[src/rtl/core/mcdv_pkg.sv]
// ----------------------------------------------------------------------------
// MRZ check digit validator package
// Shared types, format codes and field position tables for the validator.
// ----------------------------------------------------------------------------
package mcdv_pkg;

  localparam int NumFields = 5;

  // Document format codes. The unused code 3 is handled as a passport line.
  localparam logic [1:0] FMT_PASSPORT = 2'd0;
  localparam logic [1:0] FMT_PERMIT1  = 2'd1;
  localparam logic [1:0] FMT_PERMIT2  = 2'd2;

  // ASCII codes of interest.
  localparam logic [7:0] CH_DIGIT_0 = 8'd48;
  localparam logic [7:0] CH_DIGIT_9 = 8'd57;
  localparam logic [7:0] CH_UPPER_A = 8'd65;
  localparam logic [7:0] CH_UPPER_Z = 8'd90;
  localparam logic [7:0] CH_FILLER  = 8'd60;
  localparam logic [7:0] CH_A_BIAS  = 8'd55;

  typedef logic [6:0] pos_t;

  // Result of one complete code; all_valid sits in the lowest bit.
  typedef struct packed {
    logic       too_short;
    logic [4:0] field_ok;
    logic       all_valid;
  } mcdv_result_t;

  function automatic logic [1:0] fmt_norm(input logic [1:0] fmt);
    return (fmt == 2'd3) ? FMT_PASSPORT : fmt;
  endfunction

  function automatic pos_t fmt_len(input logic [1:0] fmt);
    pos_t len;
    unique case (fmt_norm(fmt))
      FMT_PERMIT1: len = 7'd30;
      FMT_PERMIT2: len = 7'd60;
      default:     len = 7'd44;
    endcase
    return len;
  endfunction

  function automatic logic [4:0] fmt_mask(input logic [1:0] fmt);
    return (fmt_norm(fmt) == FMT_PERMIT1) ? 5'b01111 : 5'b11111;
  endfunction

  function automatic logic in_rng(input pos_t pos, input pos_t lo, input pos_t hi);
    return (pos >= lo) && (pos <= hi);
  endfunction

  // True when position pos is summed into field f.
  function automatic logic in_field(input logic [1:0] fmt, input logic [2:0] f,
                                    input pos_t pos);
    logic hit;
    hit = 1'b0;
    unique case (fmt_norm(fmt))
      FMT_PERMIT1: begin
        unique case (f)
          3'd0:    hit = in_rng(pos, 7'd2, 7'd10);
          3'd1:    hit = in_rng(pos, 7'd13, 7'd18);
          3'd2:    hit = in_rng(pos, 7'd21, 7'd26);
          3'd3:    hit = in_rng(pos, 7'd2, 7'd11) || in_rng(pos, 7'd13, 7'd19) ||
                         in_rng(pos, 7'd21, 7'd27);
          default: hit = 1'b0;
        endcase
      end
      FMT_PERMIT2: begin
        unique case (f)
          3'd0:    hit = in_rng(pos, 7'd2, 7'd10);
          3'd1:    hit = in_rng(pos, 7'd12, 7'd13);
          3'd2:    hit = in_rng(pos, 7'd15, 7'd20);
          3'd3:    hit = in_rng(pos, 7'd23, 7'd28);
          3'd4:    hit = in_rng(pos, 7'd2, 7'd21) || in_rng(pos, 7'd23, 7'd29) ||
                         in_rng(pos, 7'd49, 7'd58);
          default: hit = 1'b0;
        endcase
      end
      default: begin
        unique case (f)
          3'd0:    hit = in_rng(pos, 7'd0, 7'd8);
          3'd1:    hit = in_rng(pos, 7'd13, 7'd18);
          3'd2:    hit = in_rng(pos, 7'd21, 7'd26);
          3'd3:    hit = in_rng(pos, 7'd28, 7'd41);
          3'd4:    hit = in_rng(pos, 7'd0, 7'd9) || in_rng(pos, 7'd13, 7'd19) ||
                         in_rng(pos, 7'd21, 7'd42);
          default: hit = 1'b0;
        endcase
      end
    endcase
    return hit;
  endfunction

  // True when position pos holds the check character of field f.
  function automatic logic is_chk(input logic [1:0] fmt, input logic [2:0] f,
                                  input pos_t pos);
    logic hit;
    hit = 1'b0;
    unique case (fmt_norm(fmt))
      FMT_PERMIT1: begin
        unique case (f)
          3'd0:    hit = (pos == 7'd11);
          3'd1:    hit = (pos == 7'd19);
          3'd2:    hit = (pos == 7'd27);
          3'd3:    hit = (pos == 7'd29);
          default: hit = 1'b0;
        endcase
      end
      FMT_PERMIT2: begin
        unique case (f)
          3'd0:    hit = (pos == 7'd11);
          3'd1:    hit = (pos == 7'd14);
          3'd2:    hit = (pos == 7'd21);
          3'd3:    hit = (pos == 7'd29);
          3'd4:    hit = (pos == 7'd59);
          default: hit = 1'b0;
        endcase
      end
      default: begin
        unique case (f)
          3'd0:    hit = (pos == 7'd9);
          3'd1:    hit = (pos == 7'd19);
          3'd2:    hit = (pos == 7'd27);
          3'd3:    hit = (pos == 7'd42);
          3'd4:    hit = (pos == 7'd43);
          default: hit = 1'b0;
        endcase
      end
    endcase
    return hit;
  endfunction

  // Remainder by ten through a reciprocal multiply, exact for every 7-bit input.
  function automatic logic [3:0] mod10(input logic [6:0] x);
    logic [14:0] prod;
    logic [3:0]  quo;
    prod = 15'(x) * 15'd205;
    quo  = prod[14:11];
    return 4'(x - 7'(quo) * 7'd10);
  endfunction

endpackage

[src/rtl/core/mrz_check_digit_validator.sv]
// ----------------------------------------------------------------------------
// MRZ check digit validator
// Checks the 7-3-1 modulo-10 check digits of a machine readable zone.
// ----------------------------------------------------------------------------
// The accepted request carrying the last character is held in the input
// register, then its verdict goes to the result register that drives tvalid.
// Throughput: one character per cycle, set by the accumulator update; the
// input stalls only while a last character waits behind an untaken result.
// Reset: asynchronous, active low; clears the format (passport line two), the
// position counter, all sums, phases, flags, valids.
module mrz_check_digit_validator import mcdv_pkg::*; (
  input  logic       clk_i,
  input  logic       rst_ni,
  // Configuration write channel: doc_format.
  input  logic       cfg_valid_i,
  output logic       cfg_ready_o,
  input  logic [1:0] cfg_data_i,
  // Character stream.
  input  logic       s_axis_tvalid,
  output logic       s_axis_tready,
  input  logic [7:0] s_axis_tdata,   // [7:0] ch
  input  logic       s_axis_tlast,   // last character of the code
  // Result stream.
  output logic       m_axis_tvalid,
  input  logic       m_axis_tready,
  output logic [7:0] m_axis_tdata    // [0] all_valid, [5:1] field_ok,
                                     // [6] too_short, [7] zero
);

  logic         s1_valid;
  logic [7:0]   s1_ch;
  logic         s1_last;
  logic         s1_advance;
  logic         can_load;
  logic         res_load;
  mcdv_result_t res_d;
  mcdv_result_t res_q;

  // Format register always writable; user writes only while idle, unenforced.
  assign cfg_ready_o = 1'b1;

  // A registered character moves on unless it ends a code and the result
  // register still holds an untaken result.
  assign s1_advance = s1_valid && (!s1_last || can_load);
  assign res_load   = s1_advance && s1_last;

  mcdv_in_stage u_in (
    .clk_i      (clk_i),
    .rst_ni     (rst_ni),
    .in_valid_i (s_axis_tvalid),
    .in_ready_o (s_axis_tready),
    .in_ch_i    (s_axis_tdata),
    .in_last_i  (s_axis_tlast),
    .advance_i  (s1_advance),
    .valid_o    (s1_valid),
    .ch_o       (s1_ch),
    .last_o     (s1_last)
  );

  mcdv_accum u_accum (
    .clk_i      (clk_i),
    .rst_ni     (rst_ni),
    .cfg_we_i   (cfg_valid_i && cfg_ready_o),
    .cfg_data_i (cfg_data_i),
    .step_i     (s1_advance),
    .ch_i       (s1_ch),
    .last_i     (s1_last),
    .result_o   (res_d)
  );

  mcdv_out_stage u_out (
    .clk_i       (clk_i),
    .rst_ni      (rst_ni),
    .load_i      (res_load),
    .result_i    (res_d),
    .can_load_o  (can_load),
    .out_valid_o (m_axis_tvalid),
    .out_ready_i (m_axis_tready),
    .result_o    (res_q)
  );

  assign m_axis_tdata = {1'b0, res_q};

  // A short code can never pass.
  a_short_fails: assert property (@(posedge clk_i) disable iff (!rst_ni)
    m_axis_tvalid && res_q.too_short |-> !res_q.all_valid)
    else $error("short code reported as valid");

  // A passing code has at least the four fields common to every format.
  a_pass_fields: assert property (@(posedge clk_i) disable iff (!rst_ni)
    m_axis_tvalid && res_q.all_valid |-> res_q.field_ok[3:0] == 4'hF)
    else $error("pass reported with a failing field");

endmodule

[src/rtl/core/mcdv_in_stage.sv]
// ----------------------------------------------------------------------------
// MRZ validator input stage
// Registers one incoming character and its end marker.
// ----------------------------------------------------------------------------
module mcdv_in_stage import mcdv_pkg::*; (
  input  logic       clk_i,
  input  logic       rst_ni,
  input  logic       in_valid_i,
  output logic       in_ready_o,
  input  logic [7:0] in_ch_i,
  input  logic       in_last_i,
  input  logic       advance_i,
  output logic       valid_o,
  output logic [7:0] ch_o,
  output logic       last_o
);

  logic       valid_q, valid_d;
  logic [7:0] ch_q;
  logic       last_q;
  logic       load;

  assign in_ready_o = !valid_q || advance_i;
  assign load       = in_valid_i && in_ready_o;

  always_comb begin
    valid_d = valid_q;
    if (load) begin
      valid_d = 1'b1;
    end else if (advance_i) begin
      valid_d = 1'b0;
    end
  end

  always_ff @(posedge clk_i or negedge rst_ni) begin
    if (!rst_ni) begin
      valid_q <= 1'b0;
    end else begin
      valid_q <= valid_d;
    end
  end

  always_ff @(posedge clk_i) begin
    if (load) begin
      ch_q   <= in_ch_i;
      last_q <= in_last_i;
    end
  end

  assign valid_o = valid_q;
  assign ch_o    = ch_q;
  assign last_o  = last_q;

  // A held character that is not consumed stays unchanged.
  a_hold: assert property (@(posedge clk_i) disable iff (!rst_ni)
    valid_q && !advance_i |=> valid_q && $stable(ch_q) && $stable(last_q))
    else $error("input stage lost a held character");

endmodule

[src/rtl/core/mcdv_accum.sv]
// ----------------------------------------------------------------------------
// MRZ validator accumulator
// Weighted modulo-10 field sums, check comparisons and the end-of-code result.
// ----------------------------------------------------------------------------
module mcdv_accum import mcdv_pkg::*; (
  input  logic         clk_i,
  input  logic         rst_ni,
  input  logic         cfg_we_i,
  input  logic [1:0]   cfg_data_i,
  input  logic         step_i,
  input  logic [7:0]   ch_i,
  input  logic         last_i,
  output mcdv_result_t result_o
);

  logic [1:0] fmt_q;
  pos_t       char_pos_q, char_pos_d;
  logic [3:0] sum_q   [NumFields];
  logic [3:0] sum_d   [NumFields];
  logic [1:0] phase_q [NumFields];
  logic [1:0] phase_d [NumFields];
  logic [4:0] bad_q, bad_d;
  logic [4:0] match_q, match_d;

  logic [5:0] val;
  logic       bad;
  logic [3:0] val10;
  logic       pos_ok;
  logic [4:0] mask;
  logic       tshort;
  logic [4:0] fok;

  always_comb begin
    val = '0;
    bad = 1'b0;
    if (ch_i >= CH_DIGIT_0 && ch_i <= CH_DIGIT_9) begin
      val = 6'(ch_i - CH_DIGIT_0);
    end else if (ch_i >= CH_UPPER_A && ch_i <= CH_UPPER_Z) begin
      val = 6'(ch_i - CH_A_BIAS);
    end else if (ch_i != CH_FILLER) begin
      bad = 1'b1;
    end
  end

  assign val10  = mod10(7'(val));
  assign pos_ok = char_pos_q < fmt_len(fmt_q);

  always_comb begin
    logic [6:0] wgt;
    logic [6:0] acc;
    logic [3:0] s;
    bad_d   = bad_q;
    match_d = match_q;
    for (int i = 0; i < NumFields; i++) begin
      sum_d[i]   = sum_q[i];
      phase_d[i] = phase_q[i];
      unique case (phase_q[i])
        2'd0:    wgt = 7'd7;
        2'd1:    wgt = 7'd3;
        default: wgt = 7'd1;
      endcase
      acc = 7'(sum_q[i]) + 7'(val10) * wgt;
      if (pos_ok && in_field(fmt_q, 3'(i), char_pos_q)) begin
        if (bad) begin
          bad_d[i] = 1'b1;
        end else begin
          sum_d[i] = mod10(acc);
        end
        phase_d[i] = (phase_q[i] >= 2'd2) ? 2'd0 : 2'(phase_q[i] + 2'd1);
      end
      s = bad_d[i] ? 4'd0 : sum_d[i];
      if (pos_ok && is_chk(fmt_q, 3'(i), char_pos_q)) begin
        match_d[i] = (s == ch_i[3:0]);
      end
    end
  end

  assign char_pos_d = (char_pos_q == '1) ? char_pos_q : 7'(char_pos_q + 7'd1);

  assign mask   = fmt_mask(fmt_q);
  assign tshort = char_pos_d < fmt_len(fmt_q);
  assign fok    = match_d & mask;

  always_comb begin
    result_o.all_valid = !tshort && (fok == mask);
    result_o.field_ok  = fok;
    result_o.too_short = tshort;
  end

  always_ff @(posedge clk_i or negedge rst_ni) begin
    if (!rst_ni) begin
      fmt_q      <= FMT_PASSPORT;
      char_pos_q <= '0;
      bad_q      <= '0;
      match_q    <= '0;
      for (int i = 0; i < NumFields; i++) begin
        sum_q[i]   <= '0;
        phase_q[i] <= '0;
      end
    end else begin
      if (cfg_we_i) begin
        fmt_q <= cfg_data_i;
      end
      if (step_i) begin
        if (last_i) begin
          char_pos_q <= '0;
          bad_q      <= '0;
          match_q    <= '0;
          for (int i = 0; i < NumFields; i++) begin
            sum_q[i]   <= '0;
            phase_q[i] <= '0;
          end
        end else begin
          char_pos_q <= char_pos_d;
          bad_q      <= bad_d;
          match_q    <= match_d;
          for (int i = 0; i < NumFields; i++) begin
            sum_q[i]   <= sum_d[i];
            phase_q[i] <= phase_d[i];
          end
        end
      end
    end
  end

  // The end of a code leaves the accumulator clear for the next one.
  a_clear: assert property (@(posedge clk_i) disable iff (!rst_ni)
    step_i && last_i |=> char_pos_q == '0 && match_q == '0 && bad_q == '0)
    else $error("accumulator not cleared after end of code");

  // The position counter only moves on a consumed character.
  a_pos: assert property (@(posedge clk_i) disable iff (!rst_ni)
    !step_i |=> $stable(char_pos_q))
    else $error("position counter moved without a character");

endmodule

[src/rtl/core/mcdv_out_stage.sv]
// ----------------------------------------------------------------------------
// MRZ validator output stage
// Holds one finished result until the downstream side takes it.
// ----------------------------------------------------------------------------
module mcdv_out_stage import mcdv_pkg::*; (
  input  logic         clk_i,
  input  logic         rst_ni,
  input  logic         load_i,
  input  mcdv_result_t result_i,
  output logic         can_load_o,
  output logic         out_valid_o,
  input  logic         out_ready_i,
  output mcdv_result_t result_o
);

  logic         valid_q, valid_d;
  mcdv_result_t result_q;

  assign can_load_o = !valid_q || out_ready_i;

  always_comb begin
    valid_d = valid_q;
    if (load_i) begin
      valid_d = 1'b1;
    end else if (out_ready_i) begin
      valid_d = 1'b0;
    end
  end

  always_ff @(posedge clk_i or negedge rst_ni) begin
    if (!rst_ni) begin
      valid_q <= 1'b0;
    end else begin
      valid_q <= valid_d;
    end
  end

  always_ff @(posedge clk_i) begin
    if (load_i) begin
      result_q <= result_i;
    end
  end

  assign out_valid_o = valid_q;
  assign result_o    = result_q;

  // A result is never loaded over one that is still waiting.
  a_no_overwrite: assert property (@(posedge clk_i) disable iff (!rst_ni)
    load_i |-> can_load_o)
    else $error("output result overwritten");

endmodule

[config.mk]
export PLATFORM = sky130hd
export DESIGN_NAME = mrz_check_digit_validator
export DESIGN_NICKNAME = d
export VERILOG_FILES = /design/src/rtl/core/mcdv_pkg.sv /design/src/rtl/core/mrz_check_digit_validator.sv /design/src/rtl/core/mcdv_in_stage.sv /design/src/rtl/core/mcdv_accum.sv /design/src/rtl/core/mcdv_out_stage.sv
export SDC_FILE = /design/constraint.sdc
export NUM_CORES = 1
export LEC_CHECK = 0
export ABC_AREA = 1
export BUFFER_PORTS_ARGS = -buffer_cell sky130_fd_sc_hd__clkbuf_2
export CAP_MARGIN = 20
export CORE_AREA = 10 10 124 210
export DETAILED_ROUTE_END_ITERATION = 10
export DIE_AREA = 0 0 134 220
export PLACE_DENSITY = 0.67
export SKIP_LAST_GASP = 1
export SYNTH_ARGS = -nofsm -noshare
export SYNTH_HDL_FRONTEND = slang
export SYNTH_SLANG_ARGS = --single-unit
export TNS_END_PERCENT = 100
[constraint.sdc]
create_clock -name clk_i -period 25.9 [get_ports clk_i]
set_clock_uncertainty 0.15 [all_clocks]
set_input_delay 2.59 -clock clk_i [delete_from_list [all_inputs] [get_ports clk_i]]
set_output_delay 2.59 -clock clk_i [all_outputs]
set_load 0.01 [all_outputs]
==> impl_metrics.env, run 1 <==
export IMPL_initial_core_util_pct=54.7
export IMPL_grt_antenna_before_repair=0
export IMPL_vias=10600
export IMPL_grt_overflow_total=0
export IMPL_wl_per_cell_um=15.4
export IMPL_cts_tree="built"
export IMPL_drt_first_pass_iters=6
export IMPL_status="finished, final reports clean"
export IMPL_die_h_um=220
export IMPL_final_cells=1970
export IMPL_final_hold_viol_count=0
export IMPL_slew_headroom_pct=37.8
export IMPL_post_cts_buffers=0
export IMPL_insertion_delay_ns=0.34
export IMPL_cp_end_kind="flip-flop"
export IMPL_syn_to_final_growth_pct=5.64
export IMPL_gp_congestion=0.968
export IMPL_syn_inst=1647
export IMPL_fin_crit_sh_pct=51.2
export IMPL_ys_async_sr_fraction_pct=76.1
export IMPL_postRouteWirelength_mm=30.4
export IMPL_syn_area_mm2=0.0123
export IMPL_antenna_cells=0
export IMPL_layout_commonest_cell="nand2_1"
export IMPL_dp_cells=1954
export IMPL_critPathMostFrequentCell="nand2_1"
export IMPL_finalSetupViolCount=0
export IMPL_crit_fanout=15
export IMPL_vias_per_cell=5.38
export IMPL_cp_slowest_cell="fa_1"
export IMPL_die_w_um=134
export IMPL_dp_hpwl_mm=26.0
export IMPL_first_global_vias=10900
export IMPL_layout_nets=2018
export IMPL_slew_violations=0
export IMPL_finalWorstSetupSlack_ns=12.64
export IMPL_drtAntennaViolNets=0
export IMPL_fp_row_count=73
export IMPL_critPathLaunchType="flip-flop"
export IMPL_rsz0062_at_grt="no"
export IMPL_io_pins=27
export IMPL_hp_class="flip-flop to flip-flop"
export IMPL_core_mm2=0.0226
export IMPL_mostFrequentLayoutCells="389 x nand2_1, 279 x inv_1, 265 x ha_1"
export IMPL_grt_total_usage_pct=21.0
export IMPL_io_buffers=24
export IMPL_min_period_ns=13.26
export IMPL_required_ns=25.96
export IMPL_drt_initial_drc_count=399
export IMPL_grt_max_degree=52
export IMPL_seq_area_frac_synth_pct=14.2
export IMPL_root_buffer="clkbuf_16"
export IMPL_cts_sinks=67
export IMPL_yosysTopAreaCell="ha_1"
export IMPL_ys_warn_count=0
export IMPL_path_clk_slew_ns=0.06
export IMPL_syn_mean_instance_area_um2=7.49
export IMPL_drc=0
export IMPL_timing_fmax_mhz=75.4
export IMPL_ys_dominant_reg_cell="dfrtp_1"
export IMPL_drv_cap=0
export IMPL_cts_inserted_buffers=9
export IMPL_grt_pass1_wl_mm=50.6
export IMPL_cts_hold_buf=0
export IMPL_ys_top_cells_by_area="ha_1 27%, nand2_1 12%, fa_1 12%"
export IMPL_syn_nets=2000
export IMPL_synth_edff_count=16
export IMPL_worst_pin_slew_ns=0.932
export IMPL_cpPeakStageDelay_ns=1.00
export IMPL_finalSetupTns_ns=0
export IMPL_yosysUniqueCellTypes=51
export IMPL_post_place_ws_ns=12.66
export IMPL_dieArea_mm2=0.0295
export IMPL_cts_resized=0
export IMPL_cts_buffer_depth=2
export IMPL_crit_type="flip-flop to flip-flop"
export IMPL_yosys_register_bits=67
export IMPL_drive_gt1_share_pct=6.59
export IMPL_arrival_ns=13.32
export IMPL_htree_levels=3
export IMPL_synth_top_area_share_pct=26.9
-- area by class of cell --
type,instances,area [um2]
fillers,2228,9530
flip-flops and latches,67,1760
multi-input cells,1265,9340
repair buffers,27,143
inverters,295,1110
clock buffers,10,239
well taps,300,375
clock inverters,6,68.8
-- layer usage --
metal / track usage [%] / share of wire (%) / vias up
met5: 0 / 0 / -
met4: 8.23 / 3.5 / 0
met3: 2.10 / 2.5 / 76
met2: 42.7 / 57 / 195
met1: 21.0 / 37 / 4969
li1: - / - / 5362
-- worst paths after layout --
kind	startpoint	end	slack, ns	depth (start not counted)
max in group asynchronous	rst_ni	u_accum.bad_q[3]$_DFFE_PN0P_	22.89	2
hold / removal	u_accum.match_q[0]$_DFFE_PN0P_	u_accum.match_q[0]$_DFFE_PN0P_	0.34	2
setup reg to reg	u_in.ch_o[1]$_DFFE_PP_	u_out.result_o[0]$_DFFE_PP_	12.64	70
setup / recovery	u_in.ch_o[1]$_DFFE_PP_	u_out.result_o[0]$_DFFE_PP_	12.64	70
hold reg to reg	u_accum.match_q[0]$_DFFE_PN0P_	u_accum.match_q[0]$_DFFE_PN0P_	0.34	2
min in group asynchronous	rst_ni	u_accum.sum_q[19]$_DFFE_PN0P_	2.22	2
-- sequential cells by signal, summed over array words and instances (netlist names) --
register,count
u_accum.sum_q,20
u_accum.phase_q,10
u_accum.fmt_q,2
u_accum.char_pos_q,7
u_in.last_o,1
u_out.out_valid_o,1
u_out.result_o,7
u_accum.bad_q,5
u_in.valid_o,1
u_accum.match_q,5
u_in.ch_o,8
-- per-stage QoR --
step / utilization, % / area (um2) / hold WS (ns)
global placement: 56.4 / 12700 / 0.323
CTS: 57.8 / 13000 / 0.339
finish: 57.8 / 13000 / 0.338
floorplan: - / 12300 / 0.293
detailed placement: 56.4 / 12700 / 0.324
global route: 57.8 / 13000 / 0.359
-- cell families (layout without fill, tap and decap cells) --
group	Yosys count	after routing	share of synthesized area (%)
buffers and inverters	315	338	10.1
and+or+nand+nor	709	709	25.4
adders and majority gates	337	337	38.6
other	2	2	0.0609
AOI/OAI and AO/OA	173	173	8.25
xor gates and xnor gates	44	44	3.43
DFF	67	67	14.2
-- cell usage after synthesis, types with 12 or more instances --
library cell    n
inv_1         279
xor2_1         21
a21oi_1        49
nand2_2        15
edfxtp_1       16
inv_2          12
fa_1           72
nand2_1       389
ha_1          265
xnor2_1        18
nand4_1        31
dfrtp_1        51
nand3_1       104
nor2_1        123
o21ai_0        63
-- critical path: cells and delay by family, from the launching register on --
kind | cells | cell delay (ns)
compound gates | 4 | 0.75
simple gates | 37 | 3.19
xor+xnor | 5 | 0.87
flops | 1 | 0.53
fa+ha+maj | 16 | 6.54
buf+inv | 8 | 1.03
Power of run 1 is not shown: default switching activity piles up to over one toggle a cycle in this logic, so the estimate is an artifact.
==> run 2: changes to the inputs <==
- clock period: 25.9 -> 12.9 ns (I/O delays scaled with it)
==> run 2 against run 1 <==
Compared with the run above:
- cell count is 1.3% higher
- global-route usage is 0.82 points higher
- hold slack worse by 0.0052 ns
- count of clock-buffer cells in the layout is 1 higher
- core utilization is 1.6 points higher
- setup slack worse by 12 ns
- critical endpoint unchanged
==> impl_metrics.env, run 2 (synthesized netlist as in run 1, its figures left out) <==
export IMPL_grt_max_degree=52
export IMPL_finalSetupTns_ns=0
export IMPL_critPathMostFrequentCell="nand2_1"
export IMPL_slew_headroom_pct=34.0
export IMPL_status="finished, final reports clean"
export IMPL_die_w_um=134
export IMPL_drc=0
export IMPL_root_buffer="clkbuf_16"
export IMPL_finalSetupViolCount=0
export IMPL_vias=10800
export IMPL_required_ns=12.85
export IMPL_reg2reg_depth=67
export IMPL_crit_type="flip-flop to flip-flop"
export IMPL_cts_buffer_depth=2
export IMPL_hp_class="flip-flop to flip-flop"
export IMPL_fillCellCount=2211
export IMPL_mostFrequentLayoutCells="389 x nand2_1, 276 x inv_1, 261 x ha_1"
export IMPL_post_place_ws_ns=0.236
export IMPL_arrival_ns=12.09
export IMPL_core_mm2=0.0226
export IMPL_drive_gt1_share_pct=9.08
export IMPL_dieArea_mm2=0.0295
export IMPL_htree_levels=3
export IMPL_cpPeakStageDelay_ns=0.68
export IMPL_min_from="u_accum.match_q[0]$_DFFE_PN0P_"
export IMPL_worst_pin_slew_ns=0.988
export IMPL_drt_initial_drc_count=362
export IMPL_hold_depth=2
export IMPL_cts_sinks=67
export IMPL_io_pins=27
export IMPL_finalWorstSetupSlack_ns=0.761
export IMPL_cts_inserted_buffers=9
export IMPL_syn_to_final_growth_pct=8.51
export IMPL_min_period_ns=12.14
export IMPL_cts_hold_buf=0
export IMPL_drt_first_pass_iters=4
export IMPL_drtAntennaViolNets=0
export IMPL_top_register="u_accum.sum_q"
export IMPL_layout_nets=2044
export IMPL_postRouteWirelength_mm=31.5
export IMPL_grt_total_usage_pct=21.9
export IMPL_wl_per_cell_um=15.8
export IMPL_first_global_vias=11200
export IMPL_initial_core_util_pct=54.7
export IMPL_rr_startpoint="u_in.ch_o[1]$_DFFE_PP_"
export IMPL_fp_row_count=73
export IMPL_grt_antenna_before_repair=0
export IMPL_vias_per_cell=5.42
export IMPL_gp_congestion=1.01
export IMPL_layout_commonest_cell="nand2_1"
export IMPL_grt_pass1_wl_mm=52.7
export IMPL_cts_tree="built"
export IMPL_cp_slowest_cell="fa_2"
export IMPL_largest_reg_flops=20
export IMPL_dp_hpwl_mm=26.3
export IMPL_final_hold_viol_count=0
export IMPL_die_h_um=220
export IMPL_timing_fmax_mhz=82.4
export IMPL_cp_end_kind="flip-flop"
export IMPL_crit_fanout=7
export IMPL_path_clk_slew_ns=0.06
export IMPL_grt_overflow_total=0
export IMPL_critPathLaunchType="flip-flop"
export IMPL_slew_violations=0
export IMPL_fin_crit_sh_pct=94.1
export IMPL_insertion_delay_ns=0.35
export IMPL_drv_cap=0
export IMPL_antenna_cells=0
export IMPL_io_buffers=24
export IMPL_crit_path_start="u_in.ch_o[1]$_DFFE_PP_"
## run 2: changes by cell type in the layout (fill, tap and decap cells not counted), sizes merged
cell,delta
buf,+26
clkbuf,+1
clkinv,+2
inv,-3
## run 2: path summary, 6_finish.rpt
kind,to,slack (ns)
worst min register to register,u_accum.match_q[0]$_DFFE_PN0P_,0.33
worst max-delay path,u_out.result_o[0]$_DFFE_PP_,0.76
worst max register to register,u_out.result_o[0]$_DFFE_PP_,0.76
max in group asynchronous,u_accum.sum_q[4]$_DFFE_PN0P_,11.18
min in group asynchronous,u_out.out_valid_o$_DFFE_PN0P_,0.94
worst min-delay path,u_accum.match_q[0]$_DFFE_PN0P_,0.33
## run 2: metrics by stage
stage | area, um2 | utilization [%] | hold slack [ns] | cells
floorplan | 12300 | - | 0.293 | 1647
global placement | 12800 | 56.6 | 0.311 | 1961
detailed placement | 12800 | 56.6 | 0.315 | 1961
CTS | 13100 | 58.1 | 0.331 | 1977
global route | 13400 | 59.3 | 0.362 | 1996
finish | 13400 | 59.3 | 0.333 | 1996
## run 2: cell type report
type | instances | area (um2) | area share (%)
Timing Repair Buffer | 53 | 350 | 2.62
Clock inverter | 5 | 62.6 | 0.467
Multi-Input combinational cell | 1265 | 9450 | 70.6
Clock buffer | 11 | 275 | 2.06
Tap cell | 300 | 375 | 2.80
Inverter | 295 | 1120 | 8.35
Sequential cell | 67 | 1760 | 13.1
## run 2: worst max-delay path: cells and delay by family (launching register included)
family | cells | cell delay (ns)
compound gates | 5 | 0.67
xor+xnor | 5 | 0.83
flops | 1 | 0.49
fa+ha+maj | 16 | 6.06
simple gates | 33 | 2.98
buf+inv | 8 | 0.69
## run 2: what timing repair did
action,CTS,global route
resized for setup,0,24
buffers inserted,0,19
setup endpoints to repair,0,13
## run 2: layer usage
| metal | share of wire (%) | vias to the layer above | GRT usage [%] |
|---|---|---|---|
| met3 | 3.0 | 73 | 1.98 |
| met2 | 57 | 212 | 44.4 |
| met4 | 3.8 | 0 | 9.29 |
| met1 | 36 | 5105 | 21.7 |
| li1 | - | 5420 | - |
| met5 | 0 | - | 0 |
Power of run 2 is left out for the same reason.
==> run 3: changes to the inputs <==
- CTS_CLUSTER_DIAMETER: default -> 40
- CTS_CLUSTER_SIZE: default -> 28
- MAX_ROUTING_LAYER: default -> met4
==> run 3 against run 2 <==
Compared with the run above:
- via count decreased by 1.2%
- critical path depth down 1
- cell area shrank 0.60%
- count of clock-buffer cells in the layout is 2 lower
- wire length down 1.5%
- flip-flop and latch count unchanged
- non-clock buffer count decreased by 1
- core utilization fell by 0.35 points
- hold slack worse by 0.0025 ns
- highest routed layer unchanged
==> impl_metrics.env, run 3 (synthesized netlist as in run 1, its figures left out) <==
export IMPL_drt_initial_drc_count=422
export IMPL_die_w_um=134
export IMPL_antenna_cells=0
export IMPL_gp_congestion=1.00
export IMPL_required_ns=12.85
export IMPL_grtUsageMet1_pct=21.1
export IMPL_drc=0
export IMPL_hold_path_endpoint="u_accum.match_q[0]$_DFFE_PN0P_"
export IMPL_cpPeakStageDelay_ns=0.54
export IMPL_cts_inserted_buffers=9
export IMPL_fillCellCount=2136
export IMPL_hold_depth=2
export IMPL_use_met2_pct=43.2
export IMPL_worst_pin_slew_ns=0.961
export IMPL_drv_cap=0
export IMPL_slew_headroom_pct=35.8
export IMPL_core_mm2=0.0226
export IMPL_crit_type="flip-flop to flip-flop"
export IMPL_cts_hold_buf=0
export IMPL_syn_to_final_growth_pct=7.86
export IMPL_drive_gt1_share_pct=8.85
export IMPL_fin_crit_sh_pct=93.7
export IMPL_grt_total_usage_pct=21.9
export IMPL_grt_overflow_total=0
export IMPL_top_register="u_accum.sum_q"
export IMPL_mostFrequentLayoutCells="389 x nand2_1, 278 x inv_1, 263 x ha_1"
export IMPL_final_hold_viol_count=0
export IMPL_postRouteWirelength_mm=31.0
export IMPL_vias_per_cell=5.36
export IMPL_grt_max_degree=52
export IMPL_layout_commonest_cell="nand2_1"
export IMPL_whs_ns=0.330
export IMPL_cp_end_kind="flip-flop"
export IMPL_timing_fmax_mhz=82.7
export IMPL_die_h_um=220
export IMPL_io_buffers=24
export IMPL_rr_startpoint="u_in.ch_o[0]$_DFFE_PP_"
export IMPL_cp_slowest_cell="fa_2"
export IMPL_drt_first_pass_iters=5
export IMPL_drtAntennaViolNets=0
export IMPL_hp_class="flip-flop to flip-flop"
export IMPL_finalSetupViolCount=0
export IMPL_finalWorstSetupSlack_ns=0.813
export IMPL_dp_hpwl_mm=26.2
export IMPL_dieArea_mm2=0.0295
export IMPL_vias=10700
export IMPL_htree_levels=3
export IMPL_path_clk_slew_ns=0.06
export IMPL_crit_fanout=7
export IMPL_grtUsageMet3_pct=1.87
export IMPL_root_buffer="clkbuf_16"
export IMPL_post_place_ws_ns=0.276
export IMPL_r2r_end="u_out.result_o[0]$_DFFE_PP_"
export IMPL_reg2reg_depth=66
export IMPL_fp_row_count=73
export IMPL_r2r_setup_slack_ns=0.81
export IMPL_top_usage_layer="met2"
export IMPL_layout_nets=2043
export IMPL_cts_sinks=67
export IMPL_arrival_ns=12.04
export IMPL_slew_violations=0
export IMPL_min_period_ns=12.09
export IMPL_initial_core_util_pct=54.7
export IMPL_first_global_vias=10900
export IMPL_critPathMostFrequentCell="nand2_1"
export IMPL_grt_pass1_wl_mm=51.2
export IMPL_status="finished, final reports clean"
export IMPL_largest_reg_flops=20
export IMPL_cts_tree="built"
export IMPL_insertion_delay_ns=0.35
export IMPL_grt_antenna_before_repair=0
export IMPL_critPathLaunchType="flip-flop"
export IMPL_min_from="u_accum.match_q[0]$_DFFE_PN0P_"
export IMPL_io_pins=27
export IMPL_cts_buffer_depth=2
export IMPL_wl_per_cell_um=15.5
## run 3: cell count changes in the layout (fill, tap and decap cells not counted), sizes merged
| cell | change |
|---|---|
| buf | -1 |
| clkbuf | -2 |
| clkinv | -2 |
| inv | +4 |
## run 3: cell type report
type                    count  area (um2)  share of cell area (%)
flip-flops and latches     67        1760                    13.2
clock inverters             7        80.1                   0.602
clock buffers               9         225                    1.69
well taps                 300         375                    2.82
inverters                 295        1120                    8.40
repair buffers             52         330                    2.48
multi-input cells        1265        9420                    70.8
## run 3: stage by stage
step                      util (%)  area (um2)  std cells  TNS, ns
after global placement        56.6       12800       1961        0
final                         59.0       13300       1995        0
after CTS                     58.0       13100       1977        0
after detailed placement      56.6       12800       1961        0
after floorplan                  -       12300       1647        0
after global routing          59.0       13300       1995  -0.0153
## run 3: worst max-delay path by stage
stage                                   to                   start  slack [ns]  cells after the start
2_1_floorplan  u_out.result_o[0]$_DFFE_PP_  u_in.ch_o[1]$_DFFE_PP_        1.11                     71
3_3_place_gp   u_out.result_o[0]$_DFFE_PP_  u_in.ch_o[1]$_DFFE_PP_        0.44                     65
3_5_place_dp   u_out.result_o[0]$_DFFE_PP_  u_in.ch_o[1]$_DFFE_PP_        0.28                     70
4_1_cts        u_out.result_o[0]$_DFFE_PP_  u_in.ch_o[1]$_DFFE_PP_        0.25                     70
5_1_grt        u_out.result_o[0]$_DFFE_PP_  u_in.ch_o[0]$_DFFE_PP_       -0.02                     68
6_report       u_out.result_o[0]$_DFFE_PP_  u_in.ch_o[0]$_DFFE_PP_        0.81                     66
## run 3: worst max-delay path, delay by kind of cell (launching register included)
family / cells / cell delay (ns)
adder cells (fa/ha/maj): 17 / 6.45
AND/OR/NAND/NOR: 32 / 2.82
buffers and inverters: 12 / 1.03
AO/OA/AOI/OAI: 3 / 0.53
flip-flops: 1 / 0.50
XOR/XNOR: 2 / 0.37
## run 3: repair_timing
item | 4_1_cts | 5_1_grt
resized for setup | 0 | 18
endpoints found under the setup margin | 0 | 11
buffers inserted | 0 | 18
hold endpoints to repair | 0 | 0
## run 3: metal layers
metal | share of wire [%] | vias to the layer above
li1 | - | 5414
met1 | 37 | 4984
met2 | 57 | 206
met3 | 2.5 | 80
met4 | 4.0 | 0
met5 | 0 | -
Power of run 3 is left out for the same reason.
